## config.mk

```make
export PLATFORM = sky130hd
export DESIGN_NAME = ptcd_isqrt
export DESIGN_NICKNAME = d
export VERILOG_FILES = /design/src/rtl/core/ptcd_pkg.sv /design/src/rtl/core/ptcd_isqrt.sv
export SDC_FILE = /design/constraint.sdc
export NUM_CORES = 2
export LEC_CHECK = 0
export ABC_CLOCK_PERIOD_IN_PS = 4300
export BUFFER_PORTS_ARGS = -buffer_cell sky130_fd_sc_hd__buf_2
export CAP_MARGIN = 20
export CORE_UTILIZATION = 60
export CTS_CLUSTER_SIZE = 20
export DETAILED_ROUTE_END_ITERATION = 7
export PLACE_DENSITY = 0.76
export SLEW_MARGIN = 20
export SYNTH_ARGS = -nofsm -noshare
export SYNTH_HDL_FRONTEND = slang
export SYNTH_SLANG_ARGS = --single-unit
```

## constraint.sdc

```tcl
create_clock -name clk -period 4.3 [get_ports clk]
set_clock_uncertainty 0.1 [all_clocks]
set_input_delay 0.43 -clock clk [delete_from_list [all_inputs] [get_ports clk]]
set_output_delay 0.43 -clock clk [all_outputs]
set_load 0.01 [all_outputs]
```

## src/rtl/core/ptcd_pkg.sv

```systemverilog
package ptcd_pkg;

  localparam int CoordW = 24;
  localparam int SizeW  = 23;
  // Doubled coordinate offsets plus or minus the size need 27 signed bits.
  localparam int AxisW  = 28;
  localparam int MagW   = 26;
  localparam int SqW    = 2 * MagW;
  localparam int SumW   = SqW + 2;
  localparam int RootW  = SumW / 2;
  localparam int DistW  = RootW - 1;

  typedef struct packed {
    logic adv;
    logic vld;
  } stage_ctl_t;

endpackage

```

## src/rtl/core/ptcd_isqrt.sv

```systemverilog
module ptcd_isqrt (
  input  logic                           clk,
  input  logic                           rst_n,
  input  ptcd_pkg::stage_ctl_t           ctl_in,
  input  logic [ptcd_pkg::SumW-1:0]      radicand,
  output logic                           root_vld,
  output logic [ptcd_pkg::RootW-1:0]     root
);
  import ptcd_pkg::*;

  localparam int ExtW = SumW + 2;

  logic [SumW-1:0]  rem_w  [RootW+1];
  logic [RootW-1:0] root_w [RootW+1];
  logic             vld_w  [RootW+1];

  assign rem_w[0]  = radicand;
  assign root_w[0] = '0;
  assign vld_w[0]  = ctl_in.vld;

  // One result bit per stage, most significant first. rem holds the
  // radicand minus the square of the partial root.
  for (genvar j = 0; j < RootW; j++) begin : g_stage
    localparam int K = RootW - 1 - j;
    logic [ExtW-1:0]  trial;
    logic [ExtW-1:0]  rem_ext;
    logic             take;
    logic [SumW-1:0]  rem_r;
    logic [RootW-1:0] root_r;
    logic             vld_r;

    assign trial   = ({{(ExtW-RootW){1'b0}}, root_w[j]} << (K + 1))
                   + (ExtW'(1) << (2 * K));
    assign rem_ext = {2'b00, rem_w[j]};
    assign take    = rem_ext >= trial;

    always_ff @(posedge clk) begin
      if (!rst_n) begin
        vld_r <= 1'b0;
      end else if (ctl_in.adv) begin
        vld_r <= vld_w[j];
      end
    end

    always_ff @(posedge clk) begin
      if (ctl_in.adv) begin
        rem_r  <= take ? SumW'(rem_ext - trial) : rem_w[j];
        root_r <= take ? (root_w[j] | (RootW'(1) << K)) : root_w[j];
      end
    end

    assign rem_w[j+1]  = rem_r;
    assign root_w[j+1] = root_r;
    assign vld_w[j+1]  = vld_r;
  end

  assign root_vld = vld_w[RootW];
  assign root     = root_w[RootW];

endmodule

```

==> summary.txt <==
Status
  – Status: completed

Routing
  – Drt wl/cell: 21.0 um
  – Final ANT Viol Nets: 0
  – DR iter-0 viols: 4,872
  – Final wirelength: 192,000 um
  – Vias per std cell: 6.03
  – Post-route DRC: 0
  – DRT Pass-1 Iters: 8
  – Via Count: 55,000

Power
  – Switching Fraction: 28.8%
  – Worst vdd ir: 445 uV
  – Power Internal: 35.7 mW
  – Clock power share: 32.7%
  – Net Sw Power: 14.4 mW
  – Leak Pwr: 36.3 nW
  – PwrDens: 521 nW/um2
  – Combinational Power Share: 19.3%
  – Sequential share of power: 48.0%

Floorplan
  – Ports: 86
  – Core Area: 142,000 um2
  – Chip Width: 381 um
  – Height of the die: 381 um
  – Initial Utilization: 60.7%
  – Row count: 138
  – Die area: 145,000 um2

Finish
  – Area of the multi-input gates: 29,900 um2
  – Fin nets: 7,530
  – FF/Latch Area: 54,100 um2
  – Finished Cell Area: 96,200 um2
  – Utilization of the core after routing: 67.7%
  – Filler cells: 9,815
  – Fraction of layout cells with a size suffix above 1: 8.05%
  – Layout area overhead: 11.5%

Synth
  – Largest family of logic cells by synthesized area: simple AND/OR/NAND/NOR gates
  – Ys Warns: 0
  – Sequential element share of the synthesized area: 62.6%
  – Simple-Gate Fraction of Synth Area: 12.1%
  – FFs w/ async S/R, synth: 0%
  – Post-Syn Area: 86,300 um2
  – Top_reg_cell synth: edfxtp_1
  – Avg Inst Size Synth: 12.7 um2
  – Net Count, Synth: 7,248
  – Post-synthesis compound-gate area fraction: 9.24%
  – Syn Inst Count: 6,789
  – Adder-Cell Fraction of Synth Area: 5.82%
  – #FFs+latches synth: 1,809
  – Netlist cell types: 98
  – Number of flops mapped to enable cells by yosys: 1,782
  – Mux contribution to synthesized area: 1.19%
  – XOR/XNOR share of the synthesized area: 6.26%

Worst setup path
  – Crit path kind: reg2reg
  – Critical path data arrival time: 4.50 ns
  – Worst EP required: 4.75 ns
  – Critical-path cell list: ha_1 > nor2b_1 > nor3b_1 > and3_1 > a32o_1 > a211oi_1 > a2111oi_0 > nand2_1 > xnor2_1
  – Crit path largest cell delay: 0.81 ns
  – CP max FO: 5
  – CP Launch Type: register
  – Crit end category: register
  – Crit path max-delay cell type: a2111oi_0

CTS
  – Number of H-tree levels: 4
  – Root Buffer Master: clkbuf_16
  – Postcts setup bufs: 0
  – Clk buf depth: 3
  – Clock Sinks: 1,809
  – Clk slew on worst S/H paths: 0.07 ns
  – TritonCTS clock tree: done
  – Clk Latency, worst-skew pair: 0.83 ns
  – Number of buffers created by CTS: 183

STA
  – Unrepaired setup endpoints after global routing: no
  – Period utilization: 94.1%
  – Final setup fails: 0
  – Maximum operating frequency: 0.247 GHz
  – Slew @ Worst Pin: 1.09 ns
  – Final hold viol count: 0
  – Fin. max-slew vios: 0
  – Tmin final: 4.05 ns
  – Slew HR: 27.1%
  – Setup TNS: 0 ns

Placed design
  – DP Area: 89,300 um2
  – Final estimated routing congestion in global placement: 0.935
  – PortBufs: 85
  – HPWL after detailed placement: 139,000 um

Global routing
  – GR Layer Usage met1: 34.3%
  – First-pass GRT wire length: 297,000 um
  – Total GRT Usage: 26.1%
  – Largest net degree at the start of global routing: 193
  – Vias in the first global route: 53,300
  – Global routing met3 resource utilization: 3.93%
  – Initial antenna violation count: 4
  – Grt peak-use layer: met2
  – Gr ovfl total: 0
  – Met2 GRT Util: 45.1%

Flow run
  – Max cap viols: 0

Hold path
  – Hold Path Class: in2reg
[layer usage]
metal,share of wire [%],wire (um),vias to the layer above
met5,0.0099,19,-
met4,2.4,4550,2
met3,5.8,11200,295
met2,50,95700,1750
met1,42,80300,26900
li1,-,-,26000
[power by group through the flow]
stage               logic (mW)  registers (mW)  clock network (mW)
floorplan                 7.09            23.5                   0
global placement          9.26            24.4                   0
detailed placement        9.45            24.4                   0
CTS                       9.58            24.0                16.7
global route              10.7            24.3                17.3
finish                    9.68            24.1                16.4
[cell usage after synthesis, types with 82 or more instances]
| master | instances | area share [%] |
|---|---|---|
| edfxtp_1 | 1782 | 62 |
| inv_1 | 475 | 2.1 |
| nor2_1 | 471 | 2.0 |
| a21oi_1 | 423 | 2.5 |
| ha_1 | 401 | 5.8 |
| nand2_1 | 384 | 1.7 |
| xnor2_1 | 358 | 3.6 |
| o21ai_0 | 272 | 1.6 |
| xor2_1 | 259 | 2.6 |
| nor4_1 | 221 | 1.6 |
| nor3_1 | 165 | 0.96 |
| a21o_1 | 148 | 1.3 |
| nand3_1 | 119 | 0.69 |
| nand4_1 | 109 | 0.79 |
| clkbuf_1 | 97 | 0.42 |
| o21a_1 | 82 | 0.71 |
[layout by cell type (no fill, tap or decap), types with 30 or more instances in the layout]
cell,instances
or3_1,57
nor3_1,165
xor2_1,259
o31ai_1,31
a31oi_1,41
buf_2,84
and3_1,37
nand4_1,109
nor2_1,471
clkbuf_16,183
nand3_1,119
xnor2_1,358
or2_2,30
nand2b_1,70
o21ai_0,272
clkinv_1,42
o21a_1,82
or4_1,30
edfxtp_1,1782
nor4b_1,42
nand3b_1,33
nand2_1,384
nor4_1,221
mux2_2,59
nor2b_1,77
a211oi_1,41
buf_4,78
a21o_1,148
a21oi_1,423
inv_1,475
nand4b_1,35
dlygate4sd3_1,59
mux2i_1,34
o211ai_1,30
ha_1,401
[critical path: cells and delay by family, from the launching register on]
family,cells,cell delay (ns)
flops,1,0.42
simple gates,4,1.54
xor+xnor,1,0.17
compound gates,3,1.15
fa+ha+maj,1,0.42
[timing repair]
item                      CTS  global route
hold buffers               59             0
resized for setup           0             0
hold endpoints to repair  107             0
[cell families (layout without fill, tap and decap cells)]
logic type / after synthesis / after routing
xor gates and xnor gates: 617 / 617
adders and majority gates: 401 / 401
DFF: 1809 / 1809
muxes: 95 / 95
and+or+nand+nor: 1981 / 1981
other: 0 / 1
AOI/OAI and AO/OA: 1273 / 1273
buffers and inverters: 613 / 1051
[flip-flops by register name (all words and copies together) (netlist names)]
signal and count:
g_stage.rem_r 1404, g_stage.root_r 351, g_stage.vld_r 26, root_vld 1
root 27
[cell type report]
cell class	instances	share of cell area, %
diodes	1	0.00260
clock inverters	134	1.68
flip-flops and latches	1809	56.2
repair buffers	231	1.87
clock buffers	207	4.85
well taps	1890	2.46
multi-input cells	4367	31.1
inverters	479	1.87
[through the flow]
stage	std cells	power (mW)	setup slack (ns)	hold slack, ns
after floorplan	6789	30.6	1.04	0.317
after CTS	9117	50.3	0.317	0.125
after global routing	9117	52.3	0.0715	0.160
after detailed placement	8717	33.8	0.360	0.327
after global placement	8717	33.6	0.379	0.323
final	9118	50.2	0.253	0.184
[path summary, 6_finish.rpt]
check | from | endpoint | slack [ns] | cells after the start
worst max register to register | g_stage[22].rem_r[30]$_DFFE_PP_ | g_stage[23].rem_r[37]$_DFFE_PP_ | 0.25 | 9
worst min-delay path | radicand[30] | g_stage[0].rem_r[30]$_DFFE_PP_ | 0.18 | 2
worst max-delay path | g_stage[22].rem_r[30]$_DFFE_PP_ | g_stage[23].rem_r[37]$_DFFE_PP_ | 0.25 | 9
worst min register to register | g_stage[19].root_r[7]$_SDFFCE_PP1P_ | g_stage[20].root_r[7]$_DFFE_PP_ | 0.33 | 0
No activity file was read; power rests on OpenSTA's default activity.
