File: src/rtl/core/ptcd_pkg.sv
package ptcd_pkg;

  localparam int CoordW = 24;
  localparam int SizeW  = 23;
  // Doubled coordinate offsets plus or minus the size need 27 signed bits.
  localparam int AxisW  = 28;
  localparam int MagW   = 26;
  localparam int SqW    = 2 * MagW;
  localparam int SumW   = SqW + 2;
  localparam int RootW  = SumW / 2;
  localparam int DistW  = RootW - 1;

  typedef struct packed {
    logic adv;
    logic vld;
  } stage_ctl_t;

endpackage

File: src/rtl/core/ptcd_axis_lane.sv
module ptcd_axis_lane (
  input  logic                                 clk,
  input  logic                                 adv,
  input  logic signed [ptcd_pkg::CoordW-1:0]   point,
  input  logic signed [ptcd_pkg::CoordW-1:0]   center,
  input  logic        [ptcd_pkg::SizeW-1:0]    cube_size,
  output logic        [ptcd_pkg::SqW-1:0]      sq
);
  import ptcd_pkg::*;

  logic signed [AxisW-1:0] diff2;
  logic signed [AxisW-1:0] lo;
  logic signed [AxisW-1:0] hi;
  logic        [AxisW-1:0] lo_mag;
  logic        [AxisW-1:0] hi_mag;
  logic                    in_box;
  logic        [MagW-1:0]  dist_nxt;
  logic        [MagW-1:0]  dist_r;
  logic        [SqW-1:0]   sq_r;

  assign diff2 = {{(AxisW-CoordW-1){point[CoordW-1]}}, point, 1'b0}
               - {{(AxisW-CoordW-1){center[CoordW-1]}}, center, 1'b0};
  assign lo = diff2 + $signed({{(AxisW-SizeW){1'b0}}, cube_size});
  assign hi = diff2 - $signed({{(AxisW-SizeW){1'b0}}, cube_size});

  assign lo_mag = lo[AxisW-1] ? AxisW'(-lo) : AxisW'(lo);
  assign hi_mag = hi[AxisW-1] ? AxisW'(-hi) : AxisW'(hi);
  // Strictly above the low face and at or below the high face is inside.
  assign in_box = (lo > 0) && (hi <= 0);

  always_comb begin
    if (in_box) begin
      dist_nxt = '0;
    end else if (lo_mag < hi_mag) begin
      dist_nxt = lo_mag[MagW-1:0];
    end else begin
      dist_nxt = hi_mag[MagW-1:0];
    end
  end

  always_ff @(posedge clk) begin
    if (adv) begin
      dist_r <= dist_nxt;
      sq_r   <= SqW'(dist_r) * SqW'(dist_r);
    end
  end

  assign sq = sq_r;

endmodule

File: config.mk
export PLATFORM = sky130hd
export DESIGN_NAME = ptcd_axis_lane
export DESIGN_NICKNAME = d
export VERILOG_FILES = /design/src/rtl/core/ptcd_pkg.sv /design/src/rtl/core/ptcd_axis_lane.sv
export SDC_FILE = /design/constraint.sdc
export NUM_CORES = 2
export LEC_CHECK = 0
export BUFFER_PORTS_ARGS = -buffer_cell sky130_fd_sc_hd__clkbuf_2
export CELL_PAD_IN_SITES_DETAIL_PLACEMENT = 0
export CELL_PAD_IN_SITES_GLOBAL_PLACEMENT = 1
export CORE_ASPECT_RATIO = 2
export CORE_MARGIN = 2
export CORE_UTILIZATION = 55
export CTS_BUF_LIST = sky130_fd_sc_hd__clkbuf_8
export DETAILED_ROUTE_END_ITERATION = 7
export PLACE_DENSITY_LB_ADDON = 0.12
export SLEW_MARGIN = 5
export SYNTH_ARGS = -nofsm -noshare
export SYNTH_HDL_FRONTEND = slang
export SYNTH_SLANG_ARGS = --single-unit
export TNS_END_PERCENT = 50
File: constraint.sdc
create_clock -name clk -period 22.3 [get_ports clk]
set_input_delay 0 -clock clk [delete_from_list [all_inputs] [get_ports clk]]
set_output_delay 0 -clock clk [all_outputs]
set_load 0.005 [all_outputs]
==> report_table.html <==
<table>
<tr><th>Metric</th><th>Value</th></tr>
<tr><th colspan="2">Finish</th></tr>
<tr><td>Signed area change from the synthesized netlist to the final layout</td><td>5.45%</td></tr>
<tr><td># nets final</td><td>between 3000 and 4000</td></tr>
<tr><td>Leading cell type in the layout, fill and taps excluded</td><td>sky130_fd_sc_hd__inv_1</td></tr>
<tr><td>Most frequent cells in the layout</td><td>sky130_fd_sc_hd__inv_1 (748), sky130_fd_sc_hd__fa_1 (518), sky130_fd_sc_hd__ha_1 (292)</td></tr>
<tr><td>Share of cells above drive strength 1</td><td>7.23%</td></tr>
<tr><th colspan="2">Min path</th></tr>
<tr><td>Worst Hold End</td><td>dist_r[0]</td></tr>
<tr><td>Type of the worst min-delay path</td><td>in2reg</td></tr>
<tr><td>Hold path startpoint</td><td>cube_size[0]</td></tr>
<tr><td>Number of cells traversed by the worst hold path</td><td>3</td></tr>
<tr><th colspan="2">CTS</th></tr>
<tr><td>Clock latency reported for the late side of the worst-skew pair</td><td>0.46 ns</td></tr>
<tr><td>Number of H-tree branching levels</td><td>3</td></tr>
<tr><td>TritonCTS clock tree</td><td>built</td></tr>
<tr><td>Clock transition at the registers of the reported paths</td><td>0.12 ns</td></tr>
<tr><td>Post-CTS Setup Repair Bufs</td><td>0</td></tr>
<tr><td>Total CTS buffers</td><td>9</td></tr>
<tr><td>Number of clock sinks seen by CTS</td><td>77</td></tr>
<tr><td>Largest buffer count on any clock path</td><td>2</td></tr>
<tr><td>Root Driver</td><td>sky130_fd_sc_hd__clkbuf_8</td></tr>
<tr><th colspan="2">Synthesis</th></tr>
<tr><td>Fraction of the mapped netlist area in adder cells</td><td>51.1%</td></tr>
<tr><td>Number of cells produced by synthesis</td><td>3029</td></tr>
<tr><td>Fraction of the mapped netlist area in compound gates</td><td>10.9%</td></tr>
<tr><td>Flip-flop and latch count after synthesis</td><td>77</td></tr>
<tr><td>Count of different cell masters after synthesis</td><td>85</td></tr>
<tr><td>Portion of the post-synthesis area used by sequential elements</td><td>8.43%</td></tr>
<tr><td>Basic-gate share of the synthesized area counting and, or, nand and nor cells</td><td>12.5%</td></tr>
<tr><td>Post-synthesis share of cell area spent on xor and xnor gates</td><td>5.20%</td></tr>
<tr><td>Share of cell area taken by muxes after synthesis</td><td>0.123%</td></tr>
<tr><td>Post-synth EDFFs</td><td>a little under 80</td></tr>
<tr><td>Synthesized area per cell</td><td>9.06 um^2</td></tr>
<tr><td>Number of warnings printed during yosys synthesis</td><td>0</td></tr>
<tr><td>Main combinational cell family by area after synthesis</td><td>adder cells</td></tr>
<tr><td>Summed instance area of the synthesized netlist</td><td>0.0274 mm^2</td></tr>
<tr><td>Async S/R FF share, synth</td><td>0%</td></tr>
<tr><td>Most frequently used flop master after synthesis</td><td>sky130_fd_sc_hd__edfxtp_1</td></tr>
<tr><th colspan="2">Global route</th></tr>
<tr><td>Antenna violations before repair</td><td>1</td></tr>
<tr><td>Overall routing resource usage</td><td>between 30% and 40%</td></tr>
<tr><td>Global-route wire length before repair</td><td>129000 um</td></tr>
<tr><td>Remaining Overflow, GRT</td><td>0</td></tr>
<tr><td>Vias in the first global route</td><td>24166</td></tr>
<tr><td>Pin count of the biggest net entering global routing</td><td>72</td></tr>
<tr><th colspan="2">Placed design</th></tr>
<tr><td>Detail Placement HPWL</td><td>about 70000 um</td></tr>
<tr><td>IO Port Bufs</td><td>123</td></tr>
<tr><td>GPL Wtd Cong</td><td>a little under 1</td></tr>
<tr><td>Worst slack at placement</td><td>12.81 ns</td></tr>
<tr><th colspan="2">Worst setup path</th></tr>
<tr><td>Top fanout value on the critical path</td><td>31</td></tr>
<tr><td>Worst Setup End Kind</td><td>flip-flop</td></tr>
<tr><td>Path type of the worst setup path</td><td>in2reg</td></tr>
<tr><td>Slowest cell on the critical path</td><td>sky130_fd_sc_hd__o21a_1</td></tr>
<tr><td>Critical Path Start</td><td>center[6]</td></tr>
<tr><td>Launch instance of the worst register-to-register path</td><td>dist_r[13]</td></tr>
<tr><td>Cell repeated most along the worst path</td><td>sky130_fd_sc_hd__a21o_1</td></tr>
<tr><td>Delay of the slowest critical-path stage</td><td>0.74 ns</td></tr>
<tr><td>WP data required</td><td>22.50 ns</td></tr>
<tr><td>Category of the worst setup path launch point</td><td>input pin</td></tr>
<tr><td>End of the worst register-to-register path</td><td>sq[47]</td></tr>
<tr><td>Logic depth of the worst register-to-register path</td><td>25</td></tr>
<tr><td>Data arrival, critical path</td><td>roughly 9.2 ns</td></tr>
<tr><td>Setup slack of the most critical reg-to-reg path</td><td>13.43 ns</td></tr>
<tr><th colspan="2">Floorplanning</th></tr>
<tr><td>DIE HEIGHT</td><td>320 um</td></tr>
<tr><td>Area of the placeable core</td><td>around 0.049 mm^2</td></tr>
<tr><td>Effective utilization at floorplan</td><td>55.8%</td></tr>
<tr><td>Horiz. Die Dim</td><td>~160 um</td></tr>
<tr><td>Number of ports placed on the die boundary</td><td>approximately 130</td></tr>
<tr><td>Number of placement rows</td><td>115</td></tr>
<tr><td>Die Footprint</td><td>0.0518 mm^2</td></tr>
<tr><th colspan="2">Timing</th></tr>
<tr><td># setup viols final</td><td>0</td></tr>
<tr><td>Post-layout min period</td><td>9.03 ns</td></tr>
<tr><td>Slew Limit Headroom</td><td>29.7%</td></tr>
<tr><td>Maximum clock frequency</td><td>0.111 GHz</td></tr>
<tr><td>Slew @ Worst Pin</td><td>1.05 ns</td></tr>
<tr><td>Final worst slack</td><td>13.27 ns</td></tr>
<tr><td>Clock skew after layout</td><td>0.0259 ns</td></tr>
<tr><td>Setup repair after global routing missed its margin</td><td>no</td></tr>
<tr><td>Final period utilization</td><td>about two fifths</td></tr>
<tr><td>Setup TNS after final layout</td><td>0 ns</td></tr>
<tr><td>Final hold vios</td><td>0</td></tr>
<tr><td>Max Slew Vio Count</td><td>0</td></tr>
<tr><th colspan="2">Route</th></tr>
<tr><td>Remaining number of nets flagged by the antenna check after routing</td><td>0</td></tr>
<tr><td>Total routed wirelength</td><td>slightly above 80000 um</td></tr>
<tr><td>Vias per Instance</td><td>between 5 and 6</td></tr>
<tr><td>Drt initial violations</td><td>967</td></tr>
<tr><td>First drt pass iteration count</td><td>5</td></tr>
<tr><td>Vias post-DR</td><td>around 21000</td></tr>
<tr><td>Routed WL per cell</td><td>about 22 um</td></tr>
<tr><td>Post-route DRC</td><td>0</td></tr>
<tr><th colspan="2">Flow run</th></tr>
<tr><td>Number of maximum-capacitance violations</td><td>0</td></tr>
<tr><th colspan="2">Outcome</th></tr>
<tr><td>Result of the run</td><td>complete, no violations</td></tr>
</table>
==> critical path: cells and delay by family <==
| family | cells | cell delay (ns) |
|---|---|---|
| AO/OA/AOI/OAI | 25 | 6.06 |
| buffers and inverters | 5 | 1.24 |
| adder cells (fa/ha/maj) | 3 | 0.98 |
| AND/OR/NAND/NOR | 3 | 0.54 |
| XOR/XNOR | 2 | 0.41 |
==> per-layer routing <==
| metal | wire length (um) | vias to the layer above | global-route usage, % |
|---|---|---|---|
| met4 | 9830 | 0 | 31.6 |
| met2 | 48200 | 683 | 67.5 |
| met3 | 2660 | 355 | 3.50 |
| met5 | 0 | - | 0 |
| li1 | - | 9567 | - |
| met1 | 22400 | 10680 | 26.3 |
==> metrics by stage <==
step / instance area (um^2) / hold slack (ns) / std cells / util (%)
after global placement: 28700 / 0.260 / 3740 / 58.4
after detailed placement: 28700 / 0.271 / 3740 / 58.4
final: 28900 / 0.279 / 3758 / 58.8
after CTS: 28900 / 0.256 / 3757 / 58.8
after floorplan: 27500 / 0.112 / 3032 / -
after global routing: 28900 / 0.280 / 3758 / 58.8
==> worst max path at each step <==
| stage | endpoint | slack [ns] | cells past startpoint |
|---|---|---|---|
| 6_report | dist_r[24] | 13.27 | 38 |
| 5_1_grt | dist_r[24] | 12.53 | 37 |
| 4_1_cts | dist_r[24] | 13.30 | 38 |
| 3_5_place_dp | dist_r[24] | 12.81 | 38 |
| 3_3_place_gp | dist_r[24] | 12.97 | 38 |
| 2_1_floorplan | sq[47] | 15.04 | 27 |
==> cell type report <==
| type | count | area, um^2 |
|---|---|---|
| inverter | 751 | 2820 |
| sequential | 77 | 2310 |
| antenna | 1 | 2.50 |
| tap | 643 | 805 |
| multi-input combinational | 2113 | 21900 |
| clock buffer | 9 | 124 |
| clock inverter | 7 | 65.1 |
| fill | 4570 | 20300 |
| timing repair buffer | 157 | 876 |
==> cell usage after synthesis, drive strengths merged, types with 9 or more instances <==
library cell	instances	area, um^2
nor4	12	75.1
o21bai	14	105
nor3	24	131
nor2	127	479
a21o	58	435
o21a	18	135
nand2	218	821
and2	141	882
nand2b	17	106
and3	9	56.3
nand3	33	178
nor2b	46	288
xor2	52	455
o21ai	76	380
or3	9	61.3
fa	518	10400
xnor2	110	971
o31ai	21	158
a21oi	150	762
buf	18	118
clkbuf	73	274
or2	13	81.3
o211ai	10	75.1
edfxtp	77	2310
inv	749	2810
nand4	15	93.8
a31oi	15	93.8
ha	292	3650
a211oi	37	358
==> state kept, by name, summed over array words and instances, names as in the netlist <==
signal and flops:
dist_r 26, sq 51
==> cell families after synthesis <==
family	after synthesis
buffers and inverters	842
adders and majority gates	810
and+or+nand+nor	683
AOI/OAI and AO/OA	450
xor gates and xnor gates	162
DFF	77
muxes	3
other	2
==> repair_timing <==
item	CTS	global route
hold buffers	1	0
setup endpoints to repair	0	0
endpoints found under the hold margin	6	0
resized for setup	0	0
Power is not shown: default switching activity piles up to over one toggle a cycle in this logic, so the estimate is an artifact.
