**src/rtl/core/ptcd_pkg.sv**
```systemverilog
package ptcd_pkg;

  localparam int CoordW = 24;
  localparam int SizeW  = 23;
  // Doubled coordinate offsets plus or minus the size need 27 signed bits.
  localparam int AxisW  = 28;
  localparam int MagW   = 26;
  localparam int SqW    = 2 * MagW;
  localparam int SumW   = SqW + 2;
  localparam int RootW  = SumW / 2;
  localparam int DistW  = RootW - 1;

  typedef struct packed {
    logic adv;
    logic vld;
  } stage_ctl_t;

endpackage

```
**src/rtl/core/ptcd_merge.sv**
```systemverilog
module ptcd_merge (
  input  logic                           clk,
  input  logic                           rst_n,
  input  ptcd_pkg::stage_ctl_t           ctl_in,
  input  logic [ptcd_pkg::SqW-1:0]       sq_x,
  input  logic [ptcd_pkg::SqW-1:0]       sq_y,
  input  logic [ptcd_pkg::SqW-1:0]       sq_z,
  output logic                           sum_vld,
  output logic [ptcd_pkg::SumW-1:0]      sum
);
  import ptcd_pkg::*;

  logic            vld_r;
  logic [SumW-1:0] sum_r;

  always_ff @(posedge clk) begin
    if (!rst_n) begin
      vld_r <= 1'b0;
    end else if (ctl_in.adv) begin
      vld_r <= ctl_in.vld;
    end
  end

  always_ff @(posedge clk) begin
    if (ctl_in.adv) begin
      sum_r <= SumW'(sq_x) + SumW'(sq_y) + SumW'(sq_z);
    end
  end

  assign sum_vld = vld_r;
  assign sum     = sum_r;

endmodule

```
**config.mk**
```make
export PLATFORM = sky130hd
export DESIGN_NAME = ptcd_merge
export DESIGN_NICKNAME = d
export VERILOG_FILES = /design/src/rtl/core/ptcd_pkg.sv /design/src/rtl/core/ptcd_merge.sv
export SDC_FILE = /design/constraint.sdc
export NUM_CORES = 1
export LEC_CHECK = 0
export ABC_AREA = 1
export BUFFER_PORTS_ARGS = -buffer_cell sky130_fd_sc_hd__buf_2
export CAP_MARGIN = 20
export CORE_MARGIN = 3
export CORE_UTILIZATION = 48
export CTS_CLUSTER_SIZE = 25
export DETAILED_ROUTE_END_ITERATION = 8
export HOLD_SLACK_MARGIN = 0.02
export PLACE_DENSITY = 0.72
export SYNTH_ARGS = -nofsm -noshare
export SYNTH_HDL_FRONTEND = slang
export SYNTH_SLANG_ARGS = --single-unit
```
**constraint.sdc**
```tcl
create_clock -name clk -period 3.1 [get_ports clk]
set_input_delay 0.62 -clock clk [delete_from_list [all_inputs] [get_ports clk]]
set_output_delay 0.62 -clock clk [all_outputs]
set_load 0.01 [all_outputs]
```
==> flow_summary.toml, run 1 <==
[status]
status = "finished, final reports clean"

[clock_tree]
clk_pin_slew_worst_paths_ps = 70
htree_levels = 2
post_cts_buffers = 0
clock-sinks = 55
cts_tree = "done"
root_buffer = "clkbuf_16"
clock_path_buffers = 2
cts_buffers = 5
hold_buffers = 0
clk_latency_ps = 300
cts.repair.resized = 0

[yosys]
yosys.area_share.simple = 0.3582
synth_compound_area_frac = 0.04566
async_flop_share = 0
netlist_instances = 1047
ys.flop_type = "edfxtp_1"
synth.cell_area_um2 = 7343
synth_top_area_share = 0.2208
ys_warn_count = 0
synth_xor_area_frac = 0.03697
synthTopCellsByArea = "edfxtp_1 (22%), nand2_1 (19%), fa_1 (14%)"
yosys.area_share.adder = 0.2314
synth_edf_count = 54
synth_top_family_by_area = "simple AND/OR/NAND/NOR gates"
yosys.cell_types.count = 34
synth_fp_nets = 1311
synth.cells.most_frequent = "nand2_1 (375), inv_1 (195), nor2_1 (68)"
ys_seq_area_frac = 0.2235
synth_mux_area_frac = 0
synth_largest_area_cell = "edfxtp_1"
syn_area_per_cell_um2 = 7.014
synth_seq_cells = 55
yosysMostFrequentCell = "nand2_1"

[place]
hpwl_um = 19130
place_area_um2 = 8875
dp_cells = 1474
numPortBuffers = 214
gp_congestion = 0.9288

[power_and_ir_drop]
ir_drop_v = 0.0002346
p_leak_nw = 4.943
switching_share = 0.4586
powerDensity_nw_per_um2 = 492.7
clkPwrFrac = 0.129
p_sw_mw = 2.036
intPower_mw = 2.403
power.share.sequential = 0.267
combinationalPowerShare = 0.604

[sta]
max_slew_margin = 0.7166
finalHoldViolations = 0
setup_viol = 0
slew_viol_final = 0
period_share = 0.8809
period_minus_slack_ps = 2731
finClkSkew_ps = 0
holdWs_ps = 540.0
max_slew.worst_pin.slew_ps = 420.6
timing.fmax_mhz = 366.2
fin_setup_tns_ps = 0
rsz0062_at_grt = "false"

[floorplan]
ios = 215
core_area_um2 = 14750
die_y_um = 129.7
rows = 44
die_w_um = 129.7
initial_core_util = 0.4977
fp.dieArea_um2 = 16820

[global_route]
grt-ovfl-total = 0
antenna_found_initial = 0
track_usage = 0.2556
grt_max_degree = 24
grt_pass1_vias = 6889
grt_pass1_wl_um = 33760

[worst_setup_path]
start_kind = "input port"
required_ps = 3160
crit_type = "input port to flip-flop"
crit_fanout = 4
critPathCaptureType = "flip-flop"
worst_ep_arrival_time_ps = 2790

[routing]
vias = 7400
routed_wl_um = 21550
drc = 0
ant_nets = 0
drt_iter0_drc = 536
vias_per_cell = 4.997
dr.pass1.iters = 5
wl_per_cell_um = 14.55

[worst_hold_path]
hold_class = "flip-flop to flip-flop"

[finish]
drive_gt1_frac = 0.2529
fin_cells = 1481
diodes = 0
area_delta_synth_final_pct = 22.68
final_util = 0.6106
nNetsFinal = 1561
fillCellCount = 1464
postLayoutCellArea_um2 = 9009

[run]
cap_violations = 0
==> routing by layer <==
layer / global-route usage / wire (um) / vias up
li1: - / - / 3736
met1: 0.3594 / 9612 / 3333
met2: 0.4264 / 10080 / 310
met3: 0.03133 / 1511 / 21
met4: 0.05257 / 350 / 0
met5: 0 / 0 / -
==> flip-flops by register name, summed over array words and instances (netlist names) <==
register,cells
sum_vld,1
sum,54
==> cells by family (layout without fill, tap and decap cells) <==
family	Yosys count	count (layout)
buffers and inverters	204	454
flip-flops	55	55
adder cells (fa/ha/maj)	104	104
XOR/XNOR	31	31
AO/OA/AOI/OAI	60	60
AND/OR/NAND/NOR	593	593
==> cell usage in the layout, fill, tap and decap left out, types with 4 or more instances in the layout <==
master / instances
nand2_1: 375
buf_2: 214
inv_1: 195
nor2_1: 68
edfxtp_1: 54
fa_1: 53
ha_1: 51
nand3_1: 49
a21oi_1: 39
xor2_1: 28
buf_4: 28
nand2_2: 26
nor2_2: 20
nand4_1: 12
nand3_2: 11
inv_2: 9
nor3_1: 8
o21ai_0: 7
o21bai_1: 6
clkbuf_16: 5
and2_1: 4
==> power by group through the flow <==
stage | clock network [mW] | registers, mW | logic (mW)
global placement | 0 | 1.20 | 2.64
floorplan | 0 | 1.30 | 1.58
CTS | 0.581 | 1.19 | 2.68
detailed placement | 0 | 1.20 | 2.66
global route | 0.608 | 1.20 | 3.00
finish | 0.571 | 1.18 | 2.68
==> critical path: stages <==
cell and delay (ps):
buf_2 110, fa_1 470, ha_1 250, fa_1 450, nand2_1 90, nand3_1 80, and2_1 190, nand4_1 90
nand3_1 140, nand2_1 110, nand2_1 80, nand2_1 60, nand2_1 40
==> stage by stage <==
step,setup WS (ps),power (mW)
after floorplan,405.5,2.883
after global placement,106.1,3.844
after detailed placement,53.12,3.861
after CTS,354.2,4.446
after global routing,223.1,4.812
final,369.1,4.439
==> final timing paths <==
| check | slack, ps | depth (start not counted) | from | endpoint |
|---|---|---|---|---|
| worst max-delay path | 370 | 13 | sq_x[1] | sum[53]$_DFFE_PP_ |
| worst min-delay path | 540 | 2 | sum_vld$_SDFFE_PN0P_ | sum_vld$_SDFFE_PN0P_ |
| worst max register to register | 2470 | 2 | sum_vld$_SDFFE_PN0P_ | sum_vld$_SDFFE_PN0P_ |
| worst min register to register | 540 | 2 | sum_vld$_SDFFE_PN0P_ | sum_vld$_SDFFE_PN0P_ |
==> cell type report <==
class / count / area (um2) / share of cell area
clock buffers: 5 / 125.1 / 0.01389
flip-flops and latches: 55 / 1642 / 0.1822
repair buffers: 243 / 1301 / 0.1444
multi-input cells: 788 / 4936 / 0.5479
clock inverters: 2 / 8.758 / 0.0009722
inverters: 204 / 765.7 / 0.08500
well taps: 184 / 230.2 / 0.02556
No activity file was read; power rests on OpenSTA's default activity.
==> run 2: changes to the inputs <==
PLACE_DENSITY = 0.75   (was 0.72)
clock period = 2.2 ns   (was 3.1 ns; I/O delays follow)
==> run 2 against run 1 <==
The flow now finishes with violations (negative setup slack). Global-route usage grew 4.8 points. Hold slack lost 170 ps. Die area is the same. Core utilization grew 23 points. Clock power grew 54%. Clock skew is the same. Critical path depth shrank 1. Cell count grew 8.9%. Power grew 100%. Combinational power grew 140%. First-iteration DRC count grew 30%.
==> flow_summary.toml, run 2 (same netlist as run 1, synthesis figures left out) <==
[status]
status = "finished, violations left"
violations = "negative setup slack"

[routing]
dr.pass1.iters = 5
drt_iter0_drc = 697
vias_per_cell = 5.350
routed_wl_um = 29010
drc = 0
vias = 8629
ant_nets = 0
wl_per_cell_um = 17.99

[worst_setup_path]
worst_ep_arrival_time_ps = 2560
reg2reg_from = "sum_vld$_SDFFE_PN0P_"
start_kind = "input port"
crit_fanout = 4
required_ps = 2270
crit_type = "input port to flip-flop"
crit_start = "sq_z[1]"
critPathCaptureType = "flip-flop"

[finish]
largest_reg_flops = 54
layout_commonest_cell = "nand2_1"
drive_gt1_frac = 0.5549
postLayoutCellArea_um2 = 12420
layout_common_cells = "nand2_1 (236), buf_2 (199), inv_1 (158)"
fin_cells = 1613
area_delta_synth_final_pct = 69.08
diodes = 0
final_util = 0.8415
nNetsFinal = 1692

[sta]
max_slew.worst_pin.slew_ps = 501.3
finalHoldViolations = 0
max_slew_margin = 0.6658
timing.fmax_mhz = 401.3
fin_setup_tns_ps = -6606
finClkSkew_ps = 0
period_minus_slack_ps = 2492
setup_viol = 43
slew_viol_final = 0
setup_ws_ps = -291.9
rsz0062_at_grt = "true"
period_share = 1.133

[floorplan]
fp.dieArea_um2 = 16820
die_y_um = 129.7
rows = 44
core_area_um2 = 14750
die_w_um = 129.7
ios = 215
initial_core_util = 0.4977

[power_and_ir_drop]
p_leak_nw = 6.189
clkPwrFrac = 0.098
finalPower_mw = 8.997
powerDensity_nw_per_um2 = 724.7
switching_share = 0.4629
power.share.sequential = 0.186
combinationalPowerShare = 0.716
ir_drop_v = 0.0005194
intPower_mw = 4.832
p_sw_mw = 4.165

[global_route]
antenna_found_initial = 0
track_usage = 0.3034
grt_pass1_vias = 7876
grt_pass1_wl_um = 39470
grt-ovfl-total = 0
grt_max_degree = 27

[clock_tree]
clk_pin_slew_worst_paths_ps = 70
clock-sinks = 55
clk_latency_ps = 310
hold_buffers = 0
cts_buffers = 5
clock_path_buffers = 2
cts_tree = "done"
root_buffer = "clkbuf_16"
htree_levels = 2

[place]
dp_cells = 1563
hpwl_um = 21040
gp_congestion = 0.8980
place_area_um2 = 10320
numPortBuffers = 214

[worst_hold_path]
hold_class = "input port to flip-flop"
hp-start = "rst_n"

[run]
cap_violations = 0
run 2: worst paths after layout:
path                                             end  slack [ps]  depth (start not counted)
worst min-delay path            sum_vld$_SDFFE_PN0P_         370                          3
worst max register to register  sum_vld$_SDFFE_PN0P_        1560                          2
worst max-delay path               sum[25]$_DFFE_PP_        -290                         12
worst min register to register  sum_vld$_SDFFE_PN0P_         560                          2
run 2: worst max-delay path, stage by stage:
cell      delay (ps)
buf_6             90
fa_1             520
ha_4             190
fa_2             410
nand2_2          100
nand3_2          100
nand3_2          110
nand2_4           80
nand3_2           70
nand3b_1         140
buf_6            160
xor2_1           130
run 2: timing repair:
action,4_1_cts,5_1_grt
resized for setup,195,223
buffers inserted,24,22
endpoints found under the setup margin,42,45
pin swaps,138,145
run 2: layer usage:
layer | track usage | routed length [um]
met5 | 0 | 0
met4 | 0.07579 | 840
met3 | 0.03957 | 2387
met2 | 0.4859 | 13830
met1 | 0.4367 | 11960
run 2: per-stage QoR:
step | hold WS, ps | setup slack (ps)
finish | 373.3 | -291.9
global route | 401.6 | -351.3
CTS | 370.8 | -184.5
detailed placement | 544.6 | -693.9
global placement | 527.1 | -647.0
floorplan | 533.5 | -216.7
run 2: power groups by stage:
stage | registers (mW) | logic, mW | clock network [mW]
2_1_floorplan | 1.83 | 2.72 | 0
3_3_place_gp | 1.68 | 4.78 | 0
3_5_place_dp | 1.69 | 4.84 | 0
4_1_cts | 1.67 | 5.46 | 0.873
5_1_grt | 1.70 | 6.89 | 0.899
6_report | 1.67 | 6.45 | 0.879
run 2: layout make-up:
class                           instances  area [um2]
Clock inverter                          2       12.51
Clock buffer                            6       128.9
Sequential cell                        55        1642
Tap cell                              184       230.2
Inverter                              204       800.8
Fill cell                             891        2338
Timing Repair Buffer                  374        2540
Multi-Input combinational cell        788        7062
==> run 3: changes to the inputs <==
RECOVER_POWER = 100   (was not set)
==> run 3 against run 2 <==
The flow still finishes with violations (negative setup slack). Core utilization fell by 0.22 points. Fmax fell by 0.61%. Design area fell by 0.26%. First-iteration DRC count fell by 6.7%. Sequential power barely moved. Clock-buffer cell count did not move. Clock power fell by 1%. Register-to-register slack got worse by 40 ps. Power fell by 0.26%. Cell count did not move. Highest routed layer unchanged. Worst setup slack got worse by 15 ps. Largest power group unchanged. Non-clock buffer count did not move.
==> flow_summary.toml, run 3 (same netlist as run 1, synthesis figures left out) <==
[status]
status = "finished, violations left"
violations = "negative setup slack"

[worst_setup_path]
critPathMostFrequentCell = "nand3_2"
reg2reg_from = "sum_vld$_SDFFE_PN0P_"
start_kind = "input port"
critPathCaptureType = "flip-flop"
worstPathCellList = "buf_6 > fa_1 > ha_4 > fa_2 > nand2_2 > nand3_2 > nand3_2 > nand2_4 > nand3_2 > nand3b_1 > buf_6 > xor2_1"
worst_ep_arrival_time_ps = 2580
cp_slowest_stage_delay_ps = 520
slowest_stage = "fa_1"
worstRegToRegCells = 2
crit_type = "input port to flip-flop"
r2r-end = "sum_vld$_SDFFE_PN0P_"
crit_fanout = 4
required_ps = 2270
r2r_slack_ps = 1520

[power_and_ir_drop]
powerDensity_nw_per_um2 = 724.7
power.share.sequential = 0.187
p_leak_nw = 6.172
clkPwrFrac = 0.097
ir_drop_v = 0.0005193
switching_share = 0.4621
intPower_mw = 4.827
p_sw_mw = 4.147
combinationalPowerShare = 0.717

[routing]
met1_length_um = 12030
ant_nets = 0
wl_per_cell_um = 17.97
dr.pass1.iters = 7
top_layer = "met4"
routed-wl-met3_um = 2344
drc = 0
routed_wl_um = 28990
vias_per_cell = 5.321
drt_iter0_drc = 650
wl_met2_um = 13770
vias = 8583

[finish]
area_delta_synth_final_pct = 68.63
largest_reg_flops = 54
postLayoutCellArea_um2 = 12380
drive_gt1_frac = 0.5535
fillCellCount = 896
seq_area_um2 = 1642
multi_input_area_um2 = 7062
nNetsFinal = 1692
layout_commonest_cell = "nand2_1"
diodes = 0
fin_cells = 1613
layout_common_cells = "nand2_1 (236), buf_2 (197), inv_1 (158)"

[place]
dp_cells = 1563
numPortBuffers = 214
gp_congestion = 0.8980
place_area_um2 = 10320
hpwl_um = 21040

[global_route]
grt_pass1_wl_um = 39470
grt-ovfl-total = 0
grt_pass1_vias = 7876
grt_max_degree = 27
track_usage = 0.3034
antenna_found_initial = 0

[clock_tree]
htree_levels = 2
hold_buffers = 0
clock-sinks = 55
root_buffer = "clkbuf_16"
cts_tree = "done"
clk_pin_slew_worst_paths_ps = 70
cts_buffers = 5
clk_latency_ps = 310
clock_path_buffers = 2

[sta]
holdWs_ps = 375.5
finClkSkew_ps = 0
rsz0062_at_grt = "true"
timing.fmax_mhz = 398.9
slew_viol_final = 0
period_minus_slack_ps = 2507
fin_setup_tns_ps = -6744
setup_viol = 45
period_share = 1.140
setup_ws_ps = -307.2
finalHoldViolations = 0
max_slew_margin = 0.2635
max_slew.worst_pin.slew_ps = 1105

[floorplan]
rows = 44
ios = 215
die_y_um = 129.7
core_area_um2 = 14750
initial_core_util = 0.4977
die_w_um = 129.7
fp.dieArea_um2 = 16820

[worst_hold_path]
hold_path_end = "sum_vld$_SDFFE_PN0P_"
hp-start = "rst_n"
hold_depth = 3
hold_class = "input port to flip-flop"

[run]
cap_violations = 0
run 3: cell types whose count changed in the layout (fill, tap and decap cells not counted):
cell      delta
buf_12       -2
buf_2        -2
clkbuf_1     +2
clkbuf_2     +2
run 3: routing by layer:
layer / vias to the layer above / GRT usage
li1: 3999 / -
met4: 0 / 0.07579
met2: 463 / 0.4859
met3: 76 / 0.03957
met5: - / 0
met1: 4045 / 0.4367
run 3: area by class of cell:
type	instances	share of cell area
clock inverter	2	0.001010
timing repair buffer	374	0.2025
multi-input combinational	788	0.5703
sequential	55	0.1326
clock buffer	6	0.01041
inverter	204	0.06467
tap	184	0.01859
run 3: timing repair:
action,in CTS,in global routing
endpoints found under the setup margin,42,45
gates resized for setup,195,223
buffers inserted,24,22
pin swaps,138,145
cloned,0,0
run 3: through the flow:
step           total power, mW    util  setup slack (ps)
3_5_place_dp             6.530  0.6994            -693.9
2_1_floorplan            4.549       -            -216.7
6_report                 8.974  0.8393            -307.2
5_1_grt                  9.478  0.8393            -351.3
3_3_place_gp             6.463  0.6994            -647.0
4_1_cts                  8.003  0.7700            -184.5
run 3: critical path, delay by kind of cell:
family                   cells  cell delay (ps)
buffers and inverters        2              250
adder cells (fa/ha/maj)      3             1130
XOR/XNOR                     1              130
AND/OR/NAND/NOR              6              600
run 3: worst max path at each step:
| stage | startpoint | endpoint | slack, ps |
|---|---|---|---|
| final | sq_z[1] | sum[25]$_DFFE_PP_ | -310 |
| after CTS | sq_z[1] | sum[25]$_DFFE_PP_ | -180 |
| after global routing | sq_z[1] | sum[41]$_DFFE_PP_ | -350 |
| after floorplan | sq_x[1] | sum[53]$_DFFE_PP_ | -220 |
| after global placement | sq_x[1] | sum[41]$_DFFE_PP_ | -650 |
| after detailed placement | sq_x[1] | sum[33]$_DFFE_PP_ | -690 |
run 3: power by group through the flow:
stage,combinational (mW),sequential [mW],clock [mW]
2_1_floorplan,2.72,1.83,0
3_3_place_gp,4.78,1.68,0
3_5_place_dp,4.84,1.69,0
4_1_cts,5.46,1.67,0.873
5_1_grt,6.88,1.70,0.899
6_report,6.43,1.68,0.866
